### config.mk
export PLATFORM = sky130hd
export DESIGN_NAME = matrix_power_recurrence_mod_core_flat
export DESIGN_NICKNAME = d
export VERILOG_FILES = /design/src/hdl/mpr_pkg.sv /design/src/hdl/mpr_ifaces.sv /design/src/hdl/mpr_ram.sv /design/src/hdl/mpr_mac.sv /design/src/hdl/matrix_power_recurrence_mod_core.sv /design/src/flat_wrapper.sv
export SDC_FILE = /design/constraint.sdc
export NUM_CORES = 2
export LEC_CHECK = 0
export ABC_CLOCK_PERIOD_IN_PS = 8700
export BUFFER_PORTS_ARGS = -buffer_cell sky130_fd_sc_hd__buf_2
export CAP_MARGIN = 10
export CORE_UTILIZATION = 41
export CTS_BUF_LIST = sky130_fd_sc_hd__clkbuf_8 sky130_fd_sc_hd__clkbuf_16
export CTS_CLUSTER_SIZE = 30
export DETAILED_ROUTE_END_ITERATION = 12
export GPL_TIMING_DRIVEN = 0
export PLACE_DENSITY = 0.61
export SETUP_SLACK_MARGIN = 0.2
export SLEW_MARGIN = 20
export SYNTH_ARGS = -nofsm -noshare
export SYNTH_HDL_FRONTEND = slang
export SYNTH_SLANG_ARGS = --single-unit
export TNS_END_PERCENT = 50
### constraint.sdc
create_clock -name clock -period 8.7 [get_ports clock]
set_input_delay 1.305 -clock clock [delete_from_list [all_inputs] [get_ports clock]]
set_output_delay 1.305 -clock clock [all_outputs]
set_load 0.03 [all_outputs]
### src/hdl/mpr_pkg.sv
package mpr_pkg;

   localparam int N_VALUE_WIDTH  = 31;
   localparam int WORD_WIDTH     = 14;
   localparam int ADDR_WIDTH     = 6;
   localparam int RAM_DEPTH      = 1 << ADDR_WIDTH;
   localparam int PROD_WIDTH     = 2 * WORD_WIDTH;
   localparam int SUM_WIDTH      = PROD_WIDTH + 1;
   localparam int QUOT_WIDTH     = 16;
   localparam int BARRETT_SHIFT  = 43;
   localparam int FACTOR_WIDTH   = 30;
   localparam int BPROD_WIDTH    = SUM_WIDTH + FACTOR_WIDTH;
   localparam int QM_WIDTH       = QUOT_WIDTH + WORD_WIDTH;

   localparam logic [WORD_WIDTH-1:0] MOD_WORD = 14'd10007;
   localparam logic [SUM_WIDTH-1:0]  MOD_SUM  = 29'd10007;
   localparam logic [FACTOR_WIDTH-1:0] BARRETT_FACTOR =
      FACTOR_WIDTH'((64'd1 << BARRETT_SHIFT) / 64'd10007);

   // rows of the fixed matrix, bit c set where column c holds a one
   localparam logic [3:0] BASE_ROWS [4] = '{4'b1111, 4'b0001, 4'b1010, 4'b0110};
   localparam logic [1:0] SEED_WORDS [4] = '{2'd2, 2'd1, 2'd1, 2'd1};

   typedef logic [WORD_WIDTH-1:0] word_type;
   typedef logic [ADDR_WIDTH-1:0] addr_type;

   typedef enum logic [1:0] {
      OP_MUL = 2'd0,
      OP_SQR = 2'd1,
      OP_DOT = 2'd2
   } op_type;

   typedef struct packed {
      logic       valid;
      logic       is_first;
      logic       is_last;
      logic       dot;
      logic [1:0] k;
      addr_type   waddr;
   } tag_type;

   typedef struct packed {
      logic     en;
      addr_type addr;
      word_type data;
   } wr_type;

   function automatic word_type init_word(input logic is_sq, input logic [1:0] row,
                                          input logic [1:0] col);
      logic [3:0] bits;
      bits = BASE_ROWS[row];
      if (is_sq) begin
         init_word = WORD_WIDTH'(bits[col]);
      end else begin
         init_word = WORD_WIDTH'(row == col);
      end
   endfunction

   function automatic word_type seed_word(input logic [1:0] k);
      seed_word = WORD_WIDTH'(SEED_WORDS[k]);
   endfunction

endpackage

### src/hdl/mpr_ifaces.sv
interface mpr_req_if;
   import mpr_pkg::*;
   logic                     valid;
   logic                     ready;
   logic [N_VALUE_WIDTH-1:0] n_value;
   modport source (output valid, output n_value, input ready);
   modport sink (input valid, input n_value, output ready);
endinterface

interface mpr_rsp_if;
   import mpr_pkg::*;
   logic                  valid;
   logic                  ready;
   logic [WORD_WIDTH-1:0] term_mod;
   modport source (output valid, output term_mod, input ready);
   modport sink (input valid, input term_mod, output ready);
endinterface

### src/hdl/mpr_ram.sv
module mpr_ram (
   input  logic               clock,
   input  mpr_pkg::wr_type    wr,
   input  mpr_pkg::addr_type  raddr_a,
   input  mpr_pkg::addr_type  raddr_b,
   output mpr_pkg::word_type  rd_a,
   output mpr_pkg::word_type  rd_b
);
   import mpr_pkg::*;

   word_type mem [RAM_DEPTH];
   word_type rd_a_ff;
   word_type rd_b_ff;

   always_ff @(posedge clock) begin
      if (wr.en) begin
         mem[wr.addr] <= wr.data;
      end
      rd_a_ff <= mem[raddr_a];
      rd_b_ff <= mem[raddr_b];
   end

   assign rd_a = rd_a_ff;
   assign rd_b = rd_b_ff;

endmodule

### src/hdl/mpr_mac.sv
module mpr_mac (
   input  logic              clock,
   input  logic              reset,
   input  mpr_pkg::tag_type  issue,
   input  mpr_pkg::word_type rd_a,
   input  mpr_pkg::word_type rd_b,
   output mpr_pkg::wr_type   wr,
   output logic              res_valid,
   output mpr_pkg::word_type res_word,
   output logic              busy
);
   import mpr_pkg::*;

   tag_type tag1_ff, tag2_ff, tag3_ff, tag4_ff, tag5_ff;
   tag_type tag3_in;
   logic [PROD_WIDTH-1:0]  prod_ff;
   logic [SUM_WIDTH-1:0]   sum_ff;
   logic [SUM_WIDTH-1:0]   sum4_ff;
   logic [SUM_WIDTH-1:0]   sum5_ff;
   logic [QUOT_WIDTH-1:0]  q_ff;
   logic [SUM_WIDTH-1:0]   qm_ff;
   word_type               b_op;
   logic [BPROD_WIDTH-1:0] bprod;
   logic [QM_WIDTH-1:0]    qm_full;
   logic [SUM_WIDTH-1:0]   diff;
   logic [SUM_WIDTH-1:0]   fixed;

   always_comb begin
      b_op = tag1_ff.dot ? seed_word(tag1_ff.k) : rd_b;
      tag3_in = tag2_ff;
      tag3_in.valid = tag2_ff.valid & tag2_ff.is_last;
      bprod = BPROD_WIDTH'(sum_ff) * BPROD_WIDTH'(BARRETT_FACTOR);
      qm_full = QM_WIDTH'(q_ff) * QM_WIDTH'(MOD_WORD);
      diff = sum5_ff - qm_ff;
      fixed = (diff >= MOD_SUM) ? diff - MOD_SUM : diff;
   end

   always_ff @(posedge clock) begin
      if (reset) begin
         tag1_ff.valid <= 1'b0;
         tag2_ff.valid <= 1'b0;
         tag3_ff.valid <= 1'b0;
         tag4_ff.valid <= 1'b0;
         tag5_ff.valid <= 1'b0;
      end else begin
         tag1_ff <= issue;
         tag2_ff <= tag1_ff;
         tag3_ff <= tag3_in;
         tag4_ff <= tag3_ff;
         tag5_ff <= tag4_ff;
      end
   end

   // multiply, accumulate four products, then barrett reduction
   always_ff @(posedge clock) begin
      prod_ff <= PROD_WIDTH'(rd_a) * PROD_WIDTH'(b_op);
      if (tag2_ff.valid) begin
         sum_ff <= tag2_ff.is_first ? SUM_WIDTH'(prod_ff) : sum_ff + SUM_WIDTH'(prod_ff);
      end
      q_ff <= bprod[BARRETT_SHIFT +: QUOT_WIDTH];
      sum4_ff <= sum_ff;
      qm_ff <= qm_full[SUM_WIDTH-1:0];
      sum5_ff <= sum4_ff;
   end

   always_comb begin
      wr.en = tag5_ff.valid & ~tag5_ff.dot;
      wr.addr = tag5_ff.waddr;
      wr.data = fixed[WORD_WIDTH-1:0];
   end

   assign res_valid = tag5_ff.valid & tag5_ff.dot;
   assign res_word = fixed[WORD_WIDTH-1:0];
   assign busy = tag1_ff.valid | tag2_ff.valid | tag3_ff.valid | tag4_ff.valid
                 | tag5_ff.valid;

   a_result_reduced: assert property (@(posedge clock) disable iff (reset)
      tag5_ff.valid |-> fixed < MOD_SUM)
      else $error("reduced word out of range");

   a_sum_only_on_last: assert property (@(posedge clock) disable iff (reset)
      tag3_ff.valid |-> $past(tag2_ff.valid) && $past(tag2_ff.is_last))
      else $error("sum released before the last product");

   a_dot_not_written: assert property (@(posedge clock) disable iff (reset)
      res_valid |-> !wr.en)
      else $error("dot result also written to memory");

endmodule

### src/hdl/matrix_power_recurrence_mod_core.sv
// term n of a fixed four-state linear recurrence, modulo 10007
//
// req_chan carries one word, n_value; rsp_chan returns one word, term_mod, per
// request. both use valid/ready, a word moves when both are high.
// for n of 2 or less the answer is n. otherwise a pass loads the identity
// and the base matrix into a 64-word memory, then square-and-multiply runs
// over the bits of n-2. every matrix product is 64 multiply-accumulate steps
// on one shared unit, one per cycle, limited by the single pair of memory
// read ports, and the reduction pipeline drains before the next product may
// read it. n-2 with b bits and c ones needs (b-1) squarings and c multiplies.
// one request is processed at a time; req_chan.ready is high while idle.
// the result sits in an output register, so a new request is taken while the
// previous result waits; a stalled receiver only holds the block once a
// second result is ready.
// reset clears the control state; the memory needs no clearing pass.
module matrix_power_recurrence_mod_core #(
   parameter int INDEX_WIDTH = 31
) (
   input  logic     clock,
   input  logic     reset,
   mpr_req_if.sink  req_chan,
   mpr_rsp_if.source rsp_chan
);
   import mpr_pkg::*;

   localparam int USED_WIDTH = (INDEX_WIDTH < N_VALUE_WIDTH) ? INDEX_WIDTH : N_VALUE_WIDTH;

   typedef enum logic [5:0] {
      ST_IDLE   = 6'b000001,
      ST_INIT   = 6'b000010,
      ST_DECIDE = 6'b000100,
      ST_ISSUE  = 6'b001000,
      ST_DRAIN  = 6'b010000,
      ST_DONE   = 6'b100000
   } state_type;

   state_type             state_ff, state_in;
   logic [USED_WIDTH-1:0] p_ff, p_in;
   logic [USED_WIDTH-1:0] n_used;
   logic [5:0]            step_ff, step_in;
   op_type                op_ff, op_in;
   logic                  acc_sel_ff, acc_sel_in;
   logic                  sq_sel_ff, sq_sel_in;
   logic                  mul_done_ff, mul_done_in;
   word_type              res_ff, res_in;
   logic                  rsp_valid_ff, rsp_valid_in;
   word_type              term_ff;
   logic                  rsp_load;
   logic                  req_take;

   logic [1:0] a_region, b_region, dst_region;
   addr_type   raddr_a, raddr_b;
   tag_type    issue;
   wr_type     ram_wr, mac_wr;
   word_type   rd_a, rd_b;
   logic       mac_res_valid;
   word_type   mac_res_word;
   logic       mac_busy;

   assign n_used = req_chan.n_value[USED_WIDTH-1:0];
   assign req_chan.ready = (state_ff == ST_IDLE);
   assign req_take = req_chan.valid & req_chan.ready;
   assign rsp_load = (state_ff == ST_DONE) & (~rsp_valid_ff | rsp_chan.ready);

   always_comb begin
      a_region = (op_ff == OP_SQR) ? {1'b1, sq_sel_ff} : {1'b0, acc_sel_ff};
      b_region = {1'b1, sq_sel_ff};
      dst_region = (op_ff == OP_SQR) ? {1'b1, ~sq_sel_ff} : {1'b0, ~acc_sel_ff};
      raddr_a = {a_region, step_ff[5:4], step_ff[1:0]};
      raddr_b = {b_region, step_ff[1:0], step_ff[3:2]};

      issue.valid = (state_ff == ST_ISSUE);
      issue.is_first = (step_ff[1:0] == 2'd0);
      issue.is_last = &step_ff[1:0];
      issue.dot = (op_ff == OP_DOT);
      issue.k = step_ff[1:0];
      issue.waddr = {dst_region, step_ff[5:4], step_ff[3:2]};

      if (state_ff == ST_INIT) begin
         ram_wr.en = 1'b1;
         ram_wr.addr = {step_ff[4], 1'b0, step_ff[3:0]};
         ram_wr.data = init_word(step_ff[4], step_ff[3:2], step_ff[1:0]);
      end else begin
         ram_wr = mac_wr;
      end
   end

   always_comb begin
      state_in = state_ff;
      p_in = p_ff;
      step_in = step_ff;
      op_in = op_ff;
      acc_sel_in = acc_sel_ff;
      sq_sel_in = sq_sel_ff;
      mul_done_in = mul_done_ff;
      res_in = mac_res_valid ? mac_res_word : res_ff;
      case (state_ff)
         ST_IDLE: begin
            if (req_take) begin
               if (n_used <= USED_WIDTH'(2)) begin
                  res_in = WORD_WIDTH'(n_used);
                  state_in = ST_DONE;
               end else begin
                  p_in = n_used - USED_WIDTH'(2);
                  step_in = '0;
                  acc_sel_in = 1'b0;
                  sq_sel_in = 1'b0;
                  mul_done_in = 1'b0;
                  state_in = ST_INIT;
               end
            end
         end
         ST_INIT: begin
            step_in = step_ff + 6'd1;
            if (&step_ff[4:0]) begin
               state_in = ST_DECIDE;
            end
         end
         ST_DECIDE: begin
            step_in = '0;
            if (p_ff == '0) begin
               op_in = OP_DOT;
               state_in = ST_ISSUE;
            end else if (p_ff[0] && !mul_done_ff) begin
               op_in = OP_MUL;
               state_in = ST_ISSUE;
            end else begin
               p_in = p_ff >> 1;
               mul_done_in = 1'b0;
               if ((p_ff >> 1) != '0) begin
                  op_in = OP_SQR;
                  state_in = ST_ISSUE;
               end
            end
         end
         ST_ISSUE: begin
            step_in = step_ff + 6'd1;
            if ((op_ff == OP_DOT) ? &step_ff[1:0] : &step_ff) begin
               state_in = ST_DRAIN;
            end
         end
         ST_DRAIN: begin
            if (!mac_busy) begin
               case (op_ff)
                  OP_MUL: begin
                     acc_sel_in = ~acc_sel_ff;
                     mul_done_in = 1'b1;
                     state_in = ST_DECIDE;
                  end
                  OP_SQR: begin
                     sq_sel_in = ~sq_sel_ff;
                     state_in = ST_DECIDE;
                  end
                  default: begin
                     state_in = ST_DONE;
                  end
               endcase
            end
         end
         ST_DONE: begin
            if (rsp_load) begin
               state_in = ST_IDLE;
            end
         end
         default: begin
            state_in = ST_IDLE;
         end
      endcase

      if (rsp_load) begin
         rsp_valid_in = 1'b1;
      end else if (rsp_chan.ready) begin
         rsp_valid_in = 1'b0;
      end else begin
         rsp_valid_in = rsp_valid_ff;
      end
   end

   always_ff @(posedge clock) begin
      if (reset) begin
         state_ff <= ST_IDLE;
         rsp_valid_ff <= 1'b0;
      end else begin
         state_ff <= state_in;
         rsp_valid_ff <= rsp_valid_in;
      end
      p_ff <= p_in;
      step_ff <= step_in;
      op_ff <= op_in;
      acc_sel_ff <= acc_sel_in;
      sq_sel_ff <= sq_sel_in;
      mul_done_ff <= mul_done_in;
      res_ff <= res_in;
      if (rsp_load) begin
         term_ff <= res_ff;
      end
   end

   assign rsp_chan.valid = rsp_valid_ff;
   assign rsp_chan.term_mod = term_ff;

   mpr_ram u_ram (
      .clock   (clock),
      .wr      (ram_wr),
      .raddr_a (raddr_a),
      .raddr_b (raddr_b),
      .rd_a    (rd_a),
      .rd_b    (rd_b)
   );

   mpr_mac u_mac (
      .clock     (clock),
      .reset     (reset),
      .issue     (issue),
      .rd_a      (rd_a),
      .rd_b      (rd_b),
      .wr        (mac_wr),
      .res_valid (mac_res_valid),
      .res_word  (mac_res_word),
      .busy      (mac_busy)
   );

   a_no_overlap: assert property (@(posedge clock) disable iff (reset)
      mac_wr.en |-> mac_wr.addr[5:4] != raddr_a[5:4] && mac_wr.addr[5:4] != raddr_b[5:4])
      else $error("writeback hits a region being read");

   a_init_quiet: assert property (@(posedge clock) disable iff (reset)
      state_ff == ST_INIT |-> !mac_busy && !mac_wr.en)
      else $error("mac active during init");

   a_drain_holds: assert property (@(posedge clock) disable iff (reset)
      state_ff == ST_DRAIN && mac_busy |=> state_ff == ST_DRAIN)
      else $error("left drain with pipeline busy");

   a_result_in_drain: assert property (@(posedge clock) disable iff (reset)
      mac_res_valid |-> state_ff == ST_DRAIN && op_ff == OP_DOT)
      else $error("dot result outside drain");

endmodule
### src/flat_wrapper.sv
// flat-port wrapper written by rule: the top's interface ports become plain ports
module matrix_power_recurrence_mod_core_flat import mpr_pkg::*;
#(
   parameter int INDEX_WIDTH = 31
)
  (clock, reset, req_chan_valid, req_chan_n_value, req_chan_ready, rsp_chan_valid, rsp_chan_term_mod, rsp_chan_ready);
  mpr_req_if req_chan_i ();
  mpr_rsp_if rsp_chan_i ();
  input  logic clock;
  input  logic reset;
  input wire logic [$bits(req_chan_i.valid)-1:0] req_chan_valid;
  input wire logic [$bits(req_chan_i.n_value)-1:0] req_chan_n_value;
  output wire logic [$bits(req_chan_i.ready)-1:0] req_chan_ready;
  output wire logic [$bits(rsp_chan_i.valid)-1:0] rsp_chan_valid;
  output wire logic [$bits(rsp_chan_i.term_mod)-1:0] rsp_chan_term_mod;
  input wire logic [$bits(rsp_chan_i.ready)-1:0] rsp_chan_ready;
  assign req_chan_i.valid = req_chan_valid;
  assign req_chan_i.n_value = req_chan_n_value;
  assign req_chan_ready = req_chan_i.ready;
  assign rsp_chan_valid = rsp_chan_i.valid;
  assign rsp_chan_term_mod = rsp_chan_i.term_mod;
  assign rsp_chan_i.ready = rsp_chan_ready;
  matrix_power_recurrence_mod_core #(.INDEX_WIDTH(INDEX_WIDTH)) u_core (.clock(clock), .reset(reset), .req_chan(req_chan_i), .rsp_chan(rsp_chan_i));
endmodule
==> results.json <==
{
  "synth_warnings": 0,
  "async_reset_ff_share_pct": 0,
  "crit_chain": "ha_1, inv_1, fa_1, inv_1, fa_1, fa_1, fa_1, fa_1, inv_1, fa_1, inv_1, ha_1, nand4_1, nor4_4, o211ai_1, a41oi_2, o221ai_1, o211ai_1, nand2_1, a31oi_2, a211oi_1, nor4b_1, nor2_1, xnor2_1",
  "routedWlPerCell_um": 24.13,
  "fillCellCount": 15593,
  "cp_max_fo": 9,
  "synth_area_leaders": "edfxtp_1 42%, mux4_2 13%, fa_1 13%, ha_1 10%, dfxtp_1 5.0%",
  "worstPathArrival_ps": 8740,
  "synth-edff-count": 1022,
  "cts_buffers": 131,
  "fin_skew_ps": 69.12,
  "syn-instance-count": 5254,
  "place_hpwl_um": 147500,
  "clockBufferDepth": 3,
  "hold_depth": 0,
  "synth-xor-area-share_pct": 1.834,
  "grt_pass1_vias": 45426,
  "syn-num-nets": 6370,
  "final_util_pct": 46.49,
  "violations": "design-rule violations",
  "synth_simple_gate_area_share_pct": 5.952,
  "yosysTopAreaCell": "edfxtp_1",
  "clk_latency_ps": 780,
  "clk_pin_slew_worst_paths_ps": 60,
  "antenna_left": 0,
  "synthAdderAreaFrac_pct": 23.20,
  "area_growth_pct": 12.66,
  "finalSetupViolations": 0,
  "core_sq_um": 178200,
  "gp_congestion": 0.9654,
  "grt_overflow": 0,
  "cts_sinks": 1207,
  "final_nets": 6658,
  "tns_ps": 0,
  "synth_top_cell_area_share_pct": 41.72,
  "holdBufCountCts": 0,
  "first_pass_iters": 10,
  "first_iter_violations": 4001,
  "drc": 4,
  "drive_above_1_share_pct": 15.99,
  "synth.most_common_cell": "edfxtp_1",
  "hp-start": "u_core.u_mac.sum4_ff[3]",
  "via_per_inst": 5.441,
  "start_kind": "flop",
  "path_delay_family": "adder cells",
  "initial_core_util_pct": 41.27,
  "outcome": "finished with violations",
  "htree_levels": 4,
  "cts_tree": "done",
  "tightest_slew_ps": 1310,
  "synth_commonest_cells": "1022 x edfxtp_1, 832 x inv_1, 610 x ha_1, 471 x fa_1, 421 x mux4_2",
  "crit_type": "flop to flop",
  "fp.dieArea_sq_um": 181100,
  "antenna_found_initial": 5,
  "layout_min_cycle_time_ps": 8104,
  "reg2reg_from": "u_core.u_mac.sum_ff[23]",
  "max_stage_delay_ps": 710,
  "synth-seq-area-share_pct": 46.76,
  "die_h_um": 425.6,
  "synth-main-ff-cell": "edfxtp_1",
  "synth_compound_area_share_pct": 4.003,
  "synth_top_family_by_area": "adder cells",
  "final_max_slew_viol_count": 0,
  "crit_buf_inv": 4,
  "r2r_slack_ps": 600,
  "cpMaxStageDelayCell": "edfxtp_1",
  "vias": 43596,
  "wirelength_um": 193300,
  "muxShareOfSynthArea_pct": 13.06,
  "avgSynthCellArea_sq_um": 14.00,
  "grt_pass1_wl_um": 290800,
  "hold_viol_final": 0,
  "io_pins": 51,
  "cp.required_ps": 9330,
  "whs_endpoint": "u_core.u_mac.sum5_ff[3]",
  "portBuffers": 50,
  "crit_top_cell": "fa_1",
  "period_share_pct": 93.14,
  "rr_worst_depth": 24,
  "slew_headroom_pct": 12.70,
  "synth_area_sq_um": 73550,
  "max_freq_ghz": 0.1234,
  "ys_ff_latch": 1207,
  "holdCritPathClass": "flop to flop",
  "grt_max_degree": 37,
  "cts-root-buf": "clkbuf_16",
  "synthDistinctLibCells": 78,
  "rsz0062_at_grt": "no",
  "timing.rr.end": "u_core.u_mac.q_ff[15]",
  "cap_viol_max_count": 0,
  "fp.dieW_um": 425.6,
  "rows": 155,
  "crit_path_end_kind": "flop",
  "grt_usage_pct": 21.75
}
## sequential cells by signal (all words and copies together), names as in the netlist, 10 cells and up
| signal | flops |
|---|---|
| u_core.u_mac.q_ff | 16 |
| u_core.u_mac.qm_ff | 29 |
| u_core.p_ff | 31 |
| u_core.u_mac.prod_ff | 28 |
| u_core.u_mac.tag2_ff | 10 |
| u_core.u_mac.sum4_ff | 29 |
| u_core.u_ram.rd_a | 14 |
| u_core.u_ram.mem | 896 |
| u_core.u_ram.rd_b | 14 |
| u_core.res_ff | 14 |
| u_core.u_mac.sum5_ff | 29 |
| u_core.u_mac.tag1_ff | 12 |
| u_core.rsp_chan.term_mod | 14 |
| u_core.u_mac.sum_ff | 29 |
## placed cells by master, fill, tap and decap left out, drive strengths merged, types with 9 or more instances in the layout
cell,count
nor3,58
o21a,21
clkinv,59
nand3,37
nand4,20
edfxtp,1022
or2,11
and3,26
xnor2,99
buf,199
bufinv,10
clkbuf,267
dfxtp,185
inv,869
o21ai,103
o21bai,11
nor2b,48
xor2,55
fa,471
and2,92
a31oi,33
nor4,24
mux4,421
nand2,324
a21oi,124
o211ai,9
or3,13
nand2b,29
ha,610
a211oi,37
a21o,40
nor2,202
## metal layers
metal  routed length, um  track usage [%]
met4               10310            10.38
met5                  28                0
met1               78860            28.65
met3               12550            3.394
met2               91600            35.21
## stage by stage
step	setup slack (ps)	std cells	hold WS (ps)	area [sq um]
final	596.5	8012	319.0	82870
after global routing	213.2	8011	329.5	82860
after CTS	321.3	7989	318.7	82720
after detailed placement	-657.4	7707	313.2	78010
after global placement	-1063	7659	310.0	76750
after floorplan	1866	5254	309.6	73550
## kinds of logic after synthesis
group	after synthesis
mux	433
simple gates	913
fa+ha+maj	1081
buf+inv	1011
compound gates	455
flops	1207
xor+xnor	154
## layout make-up
type | instances | area [sq um] | share of cell area, %
clock inverters | 107 | 1075 | 1.297
clock buffers | 133 | 3306 | 3.989
inverters | 833 | 3127 | 3.773
plain buffers | 178 | 701.9 | 0.8471
flip-flops and latches | 1207 | 34390 | 41.51
repair buffers | 155 | 1635 | 1.973
diodes | 8 | 20.02 | 0.02416
well taps | 2355 | 2947 | 3.556
multi-input cells | 3036 | 35660 | 43.03
## worst max-delay path by stage
stage	from	end	slack (ps)	depth (start not counted)
floorplan	u_core.u_mac.sum_ff[15]	u_core.u_mac.q_ff[14]	1870	24
global placement	u_core.u_mac.qm_ff[0]	u_core.u_ram.mem[26][7]	-1060	16
detailed placement	u_core.u_mac.sum_ff[15]	u_core.u_mac.q_ff[15]	-660	25
CTS	u_core.u_mac.sum_ff[1]	u_core.u_mac.q_ff[15]	320	25
global route	u_core.u_mac.sum_ff[26]	u_core.u_mac.q_ff[15]	210	21
finish	u_core.u_mac.sum_ff[23]	u_core.u_mac.q_ff[15]	600	24
## timing repair
item / CTS / global route
endpoints found under the setup margin: 8 / 2
resized for setup: 3 / 1
setup buffers: 42 / 15
pin swaps: 0 / 0
Power is left out: the tool's default activity adds up to more than one toggle a clock period on the data nets, which glitch-free logic cannot reach.
